**config.mk**
```make
export PLATFORM = sky130hd
export DESIGN_NAME = lob_ctrl
export DESIGN_NICKNAME = d
export VERILOG_FILES = /design/src/assert_macros.svh /design/src/lob_pkg.sv /design/src/lob_ctrl.sv
export SDC_FILE = /design/constraint.sdc
export NUM_CORES = 1
export LEC_CHECK = 0
export BUFFER_PORTS_ARGS = -buffer_cell sky130_fd_sc_hd__buf_2
export CAP_MARGIN = 20
export CORE_AREA = 2 2 39 41
export CTS_CLUSTER_DIAMETER = 120
export CTS_CLUSTER_SIZE = 20
export DETAILED_ROUTE_END_ITERATION = 8
export DIE_AREA = 0 0 41 43
export GPL_TIMING_DRIVEN = 1
export MAX_ROUTING_LAYER = met4
export PLACE_DENSITY = 0.72
export SYNTH_ARGS = -nofsm -noshare
export SYNTH_HDL_FRONTEND = slang
export SYNTH_SLANG_ARGS = --single-unit
```
**constraint.sdc**
```tcl
create_clock -name clk -period 3.3 [get_ports clk]
set_clock_uncertainty 0.1 [all_clocks]
set_input_delay 0.33 -clock clk [delete_from_list [all_inputs] [get_ports clk]]
set_output_delay 0.33 -clock clk [all_outputs]
set_load 0.01 [all_outputs]
```
**src/assert_macros.svh**
```systemverilog
// Concurrent assertion helpers; compiled out for synthesis.
`ifndef ASSERT_MACROS_SVH
`define ASSERT_MACROS_SVH
`ifndef SYNTHESIS
`define ASSERT_IMPLY(label, clk, rst, ante, cons, msg) \
  label: assert property (@(posedge clk) disable iff (rst) (ante) |-> (cons)) else $error(msg);
`define ASSERT_NEXT(label, clk, rst, ante, cons, msg) \
  label: assert property (@(posedge clk) disable iff (rst) (ante) |=> (cons)) else $error(msg);
`else
`define ASSERT_IMPLY(label, clk, rst, ante, cons, msg)
`define ASSERT_NEXT(label, clk, rst, ante, cons, msg)
`endif
`endif

```
**src/lob_pkg.sv**
```systemverilog
package lob_pkg;

  localparam int ORDER_SLOTS_DEF = 1024;
  localparam int LEVEL_SLOTS_DEF = 256;
  localparam int SUM_W = 42;
  localparam int CNT_W = 11;

  typedef enum logic [1:0] {
    ACT_INSERT = 2'd0,
    ACT_CANCEL = 2'd1,
    ACT_MODIFY = 2'd2,
    ACT_FILL   = 2'd3
  } action_e;

  typedef enum logic [2:0] {
    ST_OK           = 3'd0,
    ST_UNKNOWN      = 3'd1,
    ST_ORDER_FULL   = 3'd2,
    ST_FILL_EXCEEDS = 3'd3,
    ST_LEVEL_FULL   = 3'd4
  } status_e;

  typedef struct packed {
    logic [1:0]  action;
    logic [31:0] order_ident;
    logic        buy_side;
    logic [31:0] limit_price;
    logic [31:0] quantity;
    logic [63:0] priority_req;
  } req_t;

  typedef struct packed {
    logic [2:0]       status;
    logic             level_created;
    logic             level_removed;
    logic             order_removed;
    logic [SUM_W-1:0] level_total;
    logic [CNT_W-1:0] level_orders;
    logic [31:0]      best_bid_price;
    logic [31:0]      best_ask_price;
  } rsp_t;

  typedef struct packed {
    logic        valid;
    logic [31:0] ident;
    logic        side;
    logic [31:0] price;
    logic [31:0] remaining;
    logic [63:0] prio;
  } slot_t;

  typedef struct packed {
    logic             side;
    logic [31:0]      price;
    logic [SUM_W-1:0] sum;
    logic [CNT_W-1:0] count;
  } level_t;

  typedef enum logic [4:0] {
    S_CLEAR, S_IDLE, S_OSCAN, S_LINIT, S_LSCAN, S_PREP, S_DISP, S_UNLINK,
    S_RD1, S_WR1, S_RD2, S_WR2, S_APPEND, S_COMMIT, S_BINIT, S_BSCAN, S_DONE
  } state_e;

  typedef enum logic [3:0] {
    OP_NONE, OP_CLEAR, OP_INIT, OP_OSCAN, OP_LSCAN, OP_PREP, OP_UNLINK,
    OP_RD1, OP_WR1, OP_RD2, OP_WR2, OP_APPEND, OP_COMMIT, OP_BSCAN, OP_DONE
  } op_e;

  typedef struct packed {
    op_e  op;
    logic accept;
  } cmd_t;

  typedef struct packed {
    logic clr_done;
    logic hit;
    logic miss;
    logic err;
    logic need_unlink;
    logic need_append;
    logic pend1;
    logic pend2;
    logic scan_done;
    logic out_free;
  } stat_t;

endpackage

```
**src/lob_ctrl.sv**
```systemverilog
module lob_ctrl (
  input  logic           clk,
  input  logic           rst,
  input  logic           req_valid,
  output logic           req_ready,
  input  lob_pkg::stat_t st,
  output lob_pkg::cmd_t  cmd
);
  import lob_pkg::*;

  state_e state, state_next;

  always_ff @(posedge clk) begin
    if (rst) begin
      state <= S_CLEAR;
    end else begin
      state <= state_next;
    end
  end

  always_comb begin
    state_next = state;
    req_ready  = 1'b0;
    cmd.op     = OP_NONE;
    cmd.accept = 1'b0;
    case (state)
      S_CLEAR: begin
        cmd.op = OP_CLEAR;
        if (st.clr_done) state_next = S_IDLE;
      end
      S_IDLE: begin
        req_ready  = 1'b1;
        cmd.accept = req_valid;
        if (req_valid) state_next = S_OSCAN;
      end
      S_OSCAN: begin
        cmd.op = OP_OSCAN;
        if (st.hit) state_next = S_LINIT;
        else if (st.miss) state_next = S_BINIT;
      end
      S_LINIT: begin
        cmd.op = OP_INIT;
        state_next = S_LSCAN;
      end
      S_LSCAN: begin
        cmd.op = OP_LSCAN;
        if (st.hit) state_next = S_PREP;
        else if (st.miss) state_next = S_BINIT;
      end
      S_PREP: begin
        cmd.op = OP_PREP;
        state_next = S_DISP;
      end
      S_DISP: begin
        if (st.err) state_next = S_BINIT;
        else if (st.need_unlink) state_next = S_UNLINK;
        else if (st.pend1) state_next = S_RD1;
        else if (st.pend2) state_next = S_RD2;
        else if (st.need_append) state_next = S_APPEND;
        else state_next = S_COMMIT;
      end
      S_UNLINK: begin
        cmd.op = OP_UNLINK;
        state_next = S_DISP;
      end
      S_RD1: begin
        cmd.op = OP_RD1;
        state_next = S_WR1;
      end
      S_WR1: begin
        cmd.op = OP_WR1;
        state_next = S_DISP;
      end
      S_RD2: begin
        cmd.op = OP_RD2;
        state_next = S_WR2;
      end
      S_WR2: begin
        cmd.op = OP_WR2;
        state_next = S_DISP;
      end
      S_APPEND: begin
        cmd.op = OP_APPEND;
        state_next = S_DISP;
      end
      S_COMMIT: begin
        cmd.op = OP_COMMIT;
        state_next = S_BINIT;
      end
      S_BINIT: begin
        cmd.op = OP_INIT;
        state_next = S_BSCAN;
      end
      S_BSCAN: begin
        cmd.op = OP_BSCAN;
        if (st.scan_done) state_next = S_DONE;
      end
      S_DONE: begin
        cmd.op = OP_DONE;
        if (st.out_free) state_next = S_IDLE;
      end
      default: state_next = S_CLEAR;
    endcase
  end

endmodule

```
==> results_dict.tcl, run 1 <==
set metrics [dict create \
    cts_setup_buffers 0 \
    drv_slew 0 \
    regMostFlops "state" \
    io_pins 19 \
    post_drt_wl_per_cell_um 13.46 \
    place_hpwl_mm 1.139 \
    ys_seq_area_frac 0.1747 \
    core.rowCount 14 \
    crit_slowest_cell "dfxtp_1" \
    start_util 0.4141 \
    cts_sinks 5 \
    drive_above_1_share 0.2200 \
    antenna_found_initial 0 \
    cts_buffer_depth 2 \
    die_w_um 41 \
    critical_path_class "reg2out" \
    worst_ep_arrival_time_ns 1.75 \
    grt_max_degree 20 \
    grt_pass1_wl_mm 2.435 \
    clkPwrFrac 0.177 \
    setup_viol 0 \
    cts_htree_levels 1 \
    synthFlopType "dfxtp_1" \
    cts.repair.resized 0 \
    port_buffers 18 \
    hp-class "in2reg" \
    cts_hold_buf 0 \
    place_congestion 0.9004 \
    fmax_ghz 0.4596 \
    rsz0062_at_grt "no" \
    maxCapViolCount 0 \
    die_h_um 43 \
    post-route-min-period_ns 2.176 \
    first_pass_iters 4 \
    die_area_um2 1763 \
    synth_cell_types 32 \
    cp_cell_sequence "nor2_1, a21oi_1, a2bb2oi_1, o21ai_0, buf_2" \
    crit_path_end_kind "primary output" \
    cts_tree "built" \
    synthToLayoutAreaGrowth_pct 17.47 \
    synth-seq-cells 5 \
    worst_pin_slew_ns 0.6176 \
    critPathMaxFanout 19 \
    synthesis.area_um2 573.1 \
    initialDrtViolationCount 27 \
    power_density_nw_per_um2 609.1 \
    syn_avg_cell_area_um2 6.822 \
    synthArstFlopShare 0 \
    relSlewSlack 0.5877 \
    finalCritPeriodShare 0.6593 \
    design_area_um2 673.1 \
    cpPeakStageDelay_ns 0.71 \
    cts-root-buf "clkbuf_4" \
    synth_edf_count 0 \
    hold_violations 0 \
    dpl_cell_area_um2 646.9 \
    syn-num-nets 97 \
    core_um2 1384 \
    drtAntennaViolNets 0 \
    ir_drop_uv 278.2 \
    p_leak_nw 0.2569 \
    largest_register_ffs 5 \
    worst_hold_slack_ns 0.2546 \
    grt_pass1_vias 551 \
    finalSetupTns_ns 0 \
    vias_per_cell 6.103 \
    swShare 0.4734 \
    grt_remaining_overflow 0 \
    p_comb_frac 0.522 \
    cts_made_buffers 3 \
    drc 0 \
    antennaDiodeCount 0 \
    fin_nets 114 \
    wl_mm 1.561 \
    power.internal_mw 0.2159 \
    clk_latency_ns 0.25 \
    vias 708 \
    seq_power_share 0.300 \
    p_sw_mw 0.1941 \
    reg_top3 "state x5" \
    yosys_warnings 0 \
    synth_cells 84 \
    gr-usage-all-layers 0.1955 \
    startpoint_type "flop" \
    outcome "finished, final reports clean" \
    clk_pin_slew_worst_paths_ns 0.04 \
    required_ns 2.87 \
]
## cell usage in the layout, fill, tap and decap left out
cell / synthesis / routed
o31ai_1: 2 / 2
a32oi_1: 1 / 1
o2111ai_1: 1 / 1
clkbuf_4: 0 / 3
o31a_1: 1 / 1
buf_2: 5 / 18
o22ai_1: 2 / 2
nor2b_1: 3 / 3
a221o_1: 2 / 2
nor2_1: 8 / 8
o32a_1: 1 / 1
nor3b_1: 1 / 1
nor4_1: 2 / 2
a31o_2: 1 / 1
o32ai_1: 3 / 3
nand3_1: 3 / 3
nand2_1: 3 / 3
xnor2_1: 3 / 3
a21oi_1: 6 / 6
o21ai_0: 6 / 6
or4_1: 1 / 1
a221oi_1: 1 / 1
a31oi_1: 2 / 2
or3_1: 2 / 2
xor2_1: 1 / 1
dfxtp_1: 5 / 5
a211oi_1: 2 / 2
nor3_1: 3 / 3
nand3b_1: 1 / 1
nand2b_1: 1 / 1
inv_1: 9 / 9
clkbuf_1: 0 / 1
a2bb2oi_1: 1 / 1
## critical path: cells and delay by family, from the launching register on
kind                   cells  cell delay [ns]
buffers and inverters      1             0.16
and+or+nand+nor            1             0.23
DFF                        1             0.71
AOI/OAI and AO/OA          3             0.41
## layout make-up
cell class / instances / area (um^2)
flip-flops and latches: 5 / 100.1
multi-input cells: 64 / 402.9
clock buffers: 4 / 26.28
well taps: 16 / 20.02
fillers: 148 / 710.7
repair buffers: 18 / 90.09
inverters: 9 / 33.78
## power groups by stage
stage                     sequential (mW)  clock (mW)  combinational (mW)
after floorplan                    0.0835           0               0.193
after global placement              0.122           0               0.210
after detailed placement            0.121           0               0.211
after CTS                           0.120      0.0747               0.212
after global routing                0.126      0.0776               0.241
final                               0.123      0.0728               0.214
## synthesized netlist by cell type, drive strengths merged, types with 2 or more instances
| library cell | n | area (um^2) |
|---|---|---|
| a211oi | 2 | 15.01 |
| a21oi | 6 | 30.03 |
| a221o | 2 | 20.02 |
| a31oi | 2 | 12.51 |
| buf | 6 | 36.28 |
| dfxtp | 5 | 100.1 |
| inv | 9 | 33.78 |
| nand2 | 3 | 11.26 |
| nand3 | 3 | 15.01 |
| nor2 | 8 | 30.03 |
| nor2b | 3 | 18.77 |
| nor3 | 3 | 15.01 |
| nor4 | 2 | 12.51 |
| o21ai | 6 | 30.03 |
| o22ai | 2 | 12.51 |
| o31ai | 2 | 15.01 |
| o32ai | 3 | 26.28 |
| or3 | 2 | 12.51 |
| xnor2 | 3 | 26.28 |
## through the flow
stage	std cells	power, mW	utilization	worst slack, ns
after floorplan	84	0.2762	-	1.688
after global placement	112	0.3316	0.4675	1.465
after global routing	116	0.4444	0.4864	0.9483
final	116	0.4100	0.4864	1.124
after detailed placement	112	0.3325	0.4675	1.414
after CTS	116	0.4070	0.4864	1.144
## path summary, 6_finish.rpt
check / startpoint / endpoint / depth (start not counted) / slack (ns)
worst min-delay path: rst / state[3] / 2 / 0.25
worst max-delay path: state[3] / cmd[2] / 5 / 1.12
worst max register to register: state[3] / state[0] / 5 / 1.46
worst min register to register: state[1] / state[4] / 2 / 0.63
## per-layer routing
metal / global-route usage / vias to the layer above / routed length (um)
li1: - / 348 / -
met1: 0.2830 / 312 / 687
met2: 0.2813 / 45 / 731
met3: 0.03141 / 3 / 136
met4: 0.04000 / 0 / 6
met5: - / - / 0
## cells by family (layout without fill, tap and decap cells)
family	Yosys count	in the layout	share of synthesized area
compound gates	32	32	0.3908
simple gates	28	28	0.2511
buf+inv	15	31	0.1223
flops	5	5	0.1747
xor+xnor	4	4	0.06115
No activity file was read; power rests on OpenSTA's default activity.
==> run 2, diff against run 1 <==
--- a/config.mk
+++ b/config.mk
@@ -7,14 +7,14 @@
 export LEC_CHECK = 0
 export BUFFER_PORTS_ARGS = -buffer_cell sky130_fd_sc_hd__buf_2
 export CAP_MARGIN = 20
-export CORE_AREA = 2 2 39 41
+export CORE_MARGIN = 1.5
+export CORE_UTILIZATION = 43
 export CTS_CLUSTER_DIAMETER = 120
 export CTS_CLUSTER_SIZE = 20
 export DETAILED_ROUTE_END_ITERATION = 8
-export DIE_AREA = 0 0 41 43
 export GPL_TIMING_DRIVEN = 1
 export MAX_ROUTING_LAYER = met4
-export PLACE_DENSITY = 0.72
+export PLACE_DENSITY = 0.74
 export SYNTH_ARGS = -nofsm -noshare
 export SYNTH_HDL_FRONTEND = slang
 export SYNTH_SLANG_ARGS = --single-unit
==> constraint.sdc (replaced) <==
create_clock -name clk -period 2 [get_ports clk]
set_clock_uncertainty 0.1 [all_clocks]
set_input_delay 0.2 -clock clk [delete_from_list [all_inputs] [get_ports clk]]
set_output_delay 0.2 -clock clk [all_outputs]
set_load 0.01 [all_outputs]
==> results_dict.tcl, run 2 (synthesis gave the netlist of run 1 again) <==
set metrics [dict create \
    r2r-end "state[1]" \
    start_util 0.4893 \
    crit_path_end_kind "primary output" \
    drtAntennaViolNets 0 \
    io_pins 19 \
    post-route-min-period_ns 1.895 \
    relSlewSlack 0.6425 \
    drv_slew 0 \
    postLayoutSetupSlackWorst_ns 0.1055 \
    setup_viol 0 \
    synthToLayoutAreaGrowth_pct 23.36 \
    startpoint_type "flop" \
    r2r_cells 4 \
    power_density_nw_per_um2 1014 \
    cts_sinks 5 \
    die_w_um 39.51 \
    cts_setup_buffers 0 \
    ir_drop_uv 455.4 \
    cpPeakStageDelay_ns 0.62 \
    required_ns 1.70 \
    die_h_um 39.51 \
    worst_hold_slack_ns 0.08239 \
    p_leak_nw 0.2776 \
    worst_pin_slew_ns 0.5314 \
    regMostFlops "state" \
    worst_ep_arrival_time_ns 1.59 \
    outcome "finished, final reports clean" \
    hp-class "in2reg" \
    hold_violations 0 \
    initialDrtViolationCount 29 \
    grt_pass1_wl_mm 2.829 \
    cts_hold_buf 0 \
    clk_pin_slew_worst_paths_ns 0.05 \
    drc 0 \
    critPathMaxFanout 15 \
    final_common_cell "buf_2" \
    largest_register_ffs 5 \
    place_ws_ns 0.2836 \
    cts-root-buf "clkbuf_4" \
    cts_htree_levels 1 \
    die_area_um2 1561 \
    cts_made_buffers 3 \
    rsz0062_at_grt "no" \
    crit_path_end "cmd[3]" \
    crit_buf_inv 1 \
    cts_tree "built" \
    reg_top3 "state x5" \
    grt_remaining_overflow 0 \
    first_pass_iters 4 \
    wl_mm 1.688 \
    rrSetupSlack_ns 0.22 \
    core_um2 1171 \
    critPathTopFamily "flip-flops" \
    cp_cell_sequence "xnor2_1, o32a_1, o21ai_0, buf_2" \
    gr-usage-all-layers 0.2675 \
    core.rowCount 12 \
    grt_max_degree 16 \
    place_congestion 0.9136 \
    crit_slowest_cell "dfxtp_1" \
    fin_nets 118 \
    worstHoldStart "rst" \
    clk_latency_ns 0.25 \
    finalSetupTns_ns 0 \
    finalCritPeriodShare 0.9473 \
    drive_above_1_share 0.2692 \
    antennaDiodeCount 0 \
    grt_pass1_vias 687 \
    worst-path-stages 4 \
    antenna_found_initial 0 \
    startpoint "state[4]" \
    post_drt_wl_per_cell_um 14.31 \
    fmax_ghz 0.5278 \
    fillers 113 \
    maxCapViolCount 0 \
    port_buffers 18 \
    cts_buffer_depth 2 \
    critical_path_class "reg2out" \
    vias 733 \
    vias_per_cell 6.212 \
    finish.utilization 0.6036 \
    final_cell_mix "buf_2 (18), inv_1 (9), nor2_1 (8)" \
    r2r_start "state[0]" \
    place_hpwl_mm 1.249 \
]
[run 2: cell count changes in the layout (fill, tap and decap cells not counted)]
cell     change
buf_6        +1
dfxtp_1      -2
buf_4        +3
dfxtp_2      +2
[run 2: report_power, final]
part,internal [mW],switching (mW)
Sequential,0.124,0.0614
Clock,0.0759,0.0498
Combinational,0.183,0.223
[run 2: area by class of cell]
cell class | count | area [um^2] | area share
multi-input cells | 64 | 402.9 | 0.5699
repair buffers | 22 | 123.9 | 0.1752
flip-flops and latches | 5 | 102.6 | 0.1451
inverters | 9 | 33.78 | 0.04779
clock buffers | 4 | 26.28 | 0.03717
well taps | 14 | 17.52 | 0.02478
[run 2: per-layer routing]
layer	GRT usage	vias to the layer above	wire (um)
met2	0.4795	43	806
met4	0.04310	0	30
met5	-	-	0
li1	-	359	-
met1	0.3061	327	729
met3	0.05682	4	121
[run 2: per-stage QoR]
| step | power [mW] | cell area, um^2 | instances |
|---|---|---|---|
| global placement | 0.5759 | 674.4 | 114 |
| CTS | 0.6973 | 700.7 | 118 |
| floorplan | 0.4557 | 573.1 | 84 |
| finish | 0.7168 | 706.9 | 118 |
| detailed placement | 0.5774 | 674.4 | 114 |
| global route | 0.7696 | 706.9 | 118 |
[run 2: timing repair]
item,CTS,global route
hold endpoints to repair,0,0
gates resized for setup,0,3
endpoints found under the setup margin,0,1
[run 2: worst min path at each step]
stage	to	slack, ns	depth (start not counted)
after CTS	state[2]	0.1	2
after floorplan	state[2]	0.17	1
after global routing	state[2]	0.1	2
after global placement	state[3]	0.35	2
after detailed placement	state[2]	0.34	2
final	state[2]	0.08	2
==> run 3, diff against run 2 <==
--- a/config.mk
+++ b/config.mk
@@ -9,6 +9,7 @@
 export CAP_MARGIN = 20
 export CORE_MARGIN = 1.5
 export CORE_UTILIZATION = 43
+export CTS_BUF_LIST = sky130_fd_sc_hd__clkbuf_16
 export CTS_CLUSTER_DIAMETER = 120
 export CTS_CLUSTER_SIZE = 20
 export DETAILED_ROUTE_END_ITERATION = 8
==> results_dict.tcl, run 3 (synthesis gave the netlist of run 1 again) <==
set metrics [dict create \
    outcome "finished, final reports clean" \
    p_leak_nw 0.3045 \
    antenna_found_initial 0 \
    cts_buffer_depth 2 \
    drv_slew 0 \
    post-route-min-period_ns 1.867 \
    maxCapViolCount 0 \
    drc 0 \
    gr-usage-all-layers 0.2892 \
    synthToLayoutAreaGrowth_pct 32.31 \
    crit_slowest_cell "dfxtp_1" \
    required_ns 1.70 \
    final_cell_mix "buf_2 (18), inv_1 (10), nor2_1 (8)" \
    fillers 109 \
    power_density_nw_per_um2 1213 \
    critPathTopFamily "flip-flops" \
    grt_remaining_overflow 0 \
    fmax_ghz 0.5356 \
    cts_tree "built" \
    cts.repair.resized 0 \
    grt_pass1_wl_mm 2.898 \
    worst_ep_arrival_time_ns 1.57 \
    clk_latency_ns 0.23 \
    largest_register_ffs 5 \
    grt_max_degree 16 \
    cts_made_buffers 3 \
    startpoint_type "flop" \
    cts_htree_levels 1 \
    cts-root-buf "clkbuf_16" \
    vias_per_cell 6.339 \
    cts_hold_buf 0 \
    fin_nets 118 \
    core.rowCount 12 \
    critical_path_class "reg2out" \
    drtAntennaViolNets 0 \
    drive_above_1_share 0.2596 \
    final_common_cell "buf_2" \
    place_hpwl_mm 1.249 \
    first_pass_iters 4 \
    rsz0062_at_grt "no" \
    cts_setup_buffers 0 \
    crit_path_end_kind "primary output" \
    place_congestion 0.9136 \
    critPathMaxFanout 15 \
    die_area_um2 1561 \
    setup_viol 0 \
    final_cells 118 \
    vias 748 \
    finalSetupTns_ns 0 \
    die_w_um 39.51 \
    reg_top3 "state x5" \
    relSlewSlack 0.6138 \
    io_pins 19 \
    finalCritPeriodShare 0.9335 \
    worst_pin_slew_ns 0.5740 \
    cts_sinks 5 \
    crit_buf_inv 1 \
    die_h_um 39.51 \
    hp-class "in2reg" \
    antennaDiodeCount 0 \
    regMostFlops "state" \
    core_um2 1171 \
    port_buffers 18 \
    cpPeakStageDelay_ns 0.62 \
    hold_violations 0 \
    start_util 0.4893 \
    initialDrtViolationCount 39 \
    wl_mm 1.750 \
    grt_pass1_vias 698 \
    placedCellCount 114 \
    clk_pin_slew_worst_paths_ns 0.04 \
    post_drt_wl_per_cell_um 14.83 \
    cp_cell_sequence "xnor2_1, o32a_1, o21ai_0, buf_2" \
    ir_drop_uv 517.7 \
]
[run 3: cell types whose count changed in the layout (fill, tap and decap cells not counted)]
cell / before / now
inv_1: 9 / 10
dfxtp_1: 3 / 4
clkbuf_1: 1 / 0
clkbuf_4: 3 / 0
dfxtp_2: 2 / 1
clkbuf_16: 0 / 3
[run 3: layer usage]
metal / wire length, um / GRT usage
met5: 0 / -
met4: 59 / 0.1983
met3: 155 / 0.05682
met2: 806 / 0.4754
met1: 729 / 0.3095
[run 3: through the flow]
stage          utilization  setup slack, ns  power [mW]  hold slack (ns)  area (um^2)
3_5_place_dp        0.5759           0.2836      0.5774           0.3434        674.4
2_1_floorplan            -           0.3975      0.4557           0.1691        573.1
5_1_grt             0.6474          0.01741      0.9741           0.1322        758.2
4_1_cts             0.6432           0.1368      0.9109           0.1110        753.2
3_3_place_gp        0.5759           0.2943      0.5759           0.3530        674.4
6_report            0.6474           0.1330      0.9197           0.1175        758.2
[run 3: cell type report]
type | instances | area, um^2 | share of cell area
clock buffers | 3 | 75.07 | 0.09901
repair buffers | 22 | 123.9 | 0.1634
clock inverters | 1 | 3.754 | 0.004950
multi-input cells | 64 | 402.9 | 0.5314
flip-flops and latches | 5 | 101.3 | 0.1337
inverters | 9 | 33.78 | 0.04455
well taps | 14 | 17.52 | 0.02310
[run 3: path summary, 6_finish.rpt]
kind / from / endpoint / slack, ns / cells past startpoint
worst max register to register: state[0] / state[1] / 0.23 / 4
worst min-delay path: rst / state[2] / 0.12 / 2
worst min register to register: state[3] / state[4] / 0.55 / 2
worst max-delay path: state[4] / cmd[3] / 0.13 / 4
[run 3: power by group]
group | switching, mW | internal (mW)
sequential | 0.0612 | 0.123
combinational | 0.226 | 0.183
clock | 0.0680 | 0.259
total | 0.355 | 0.565
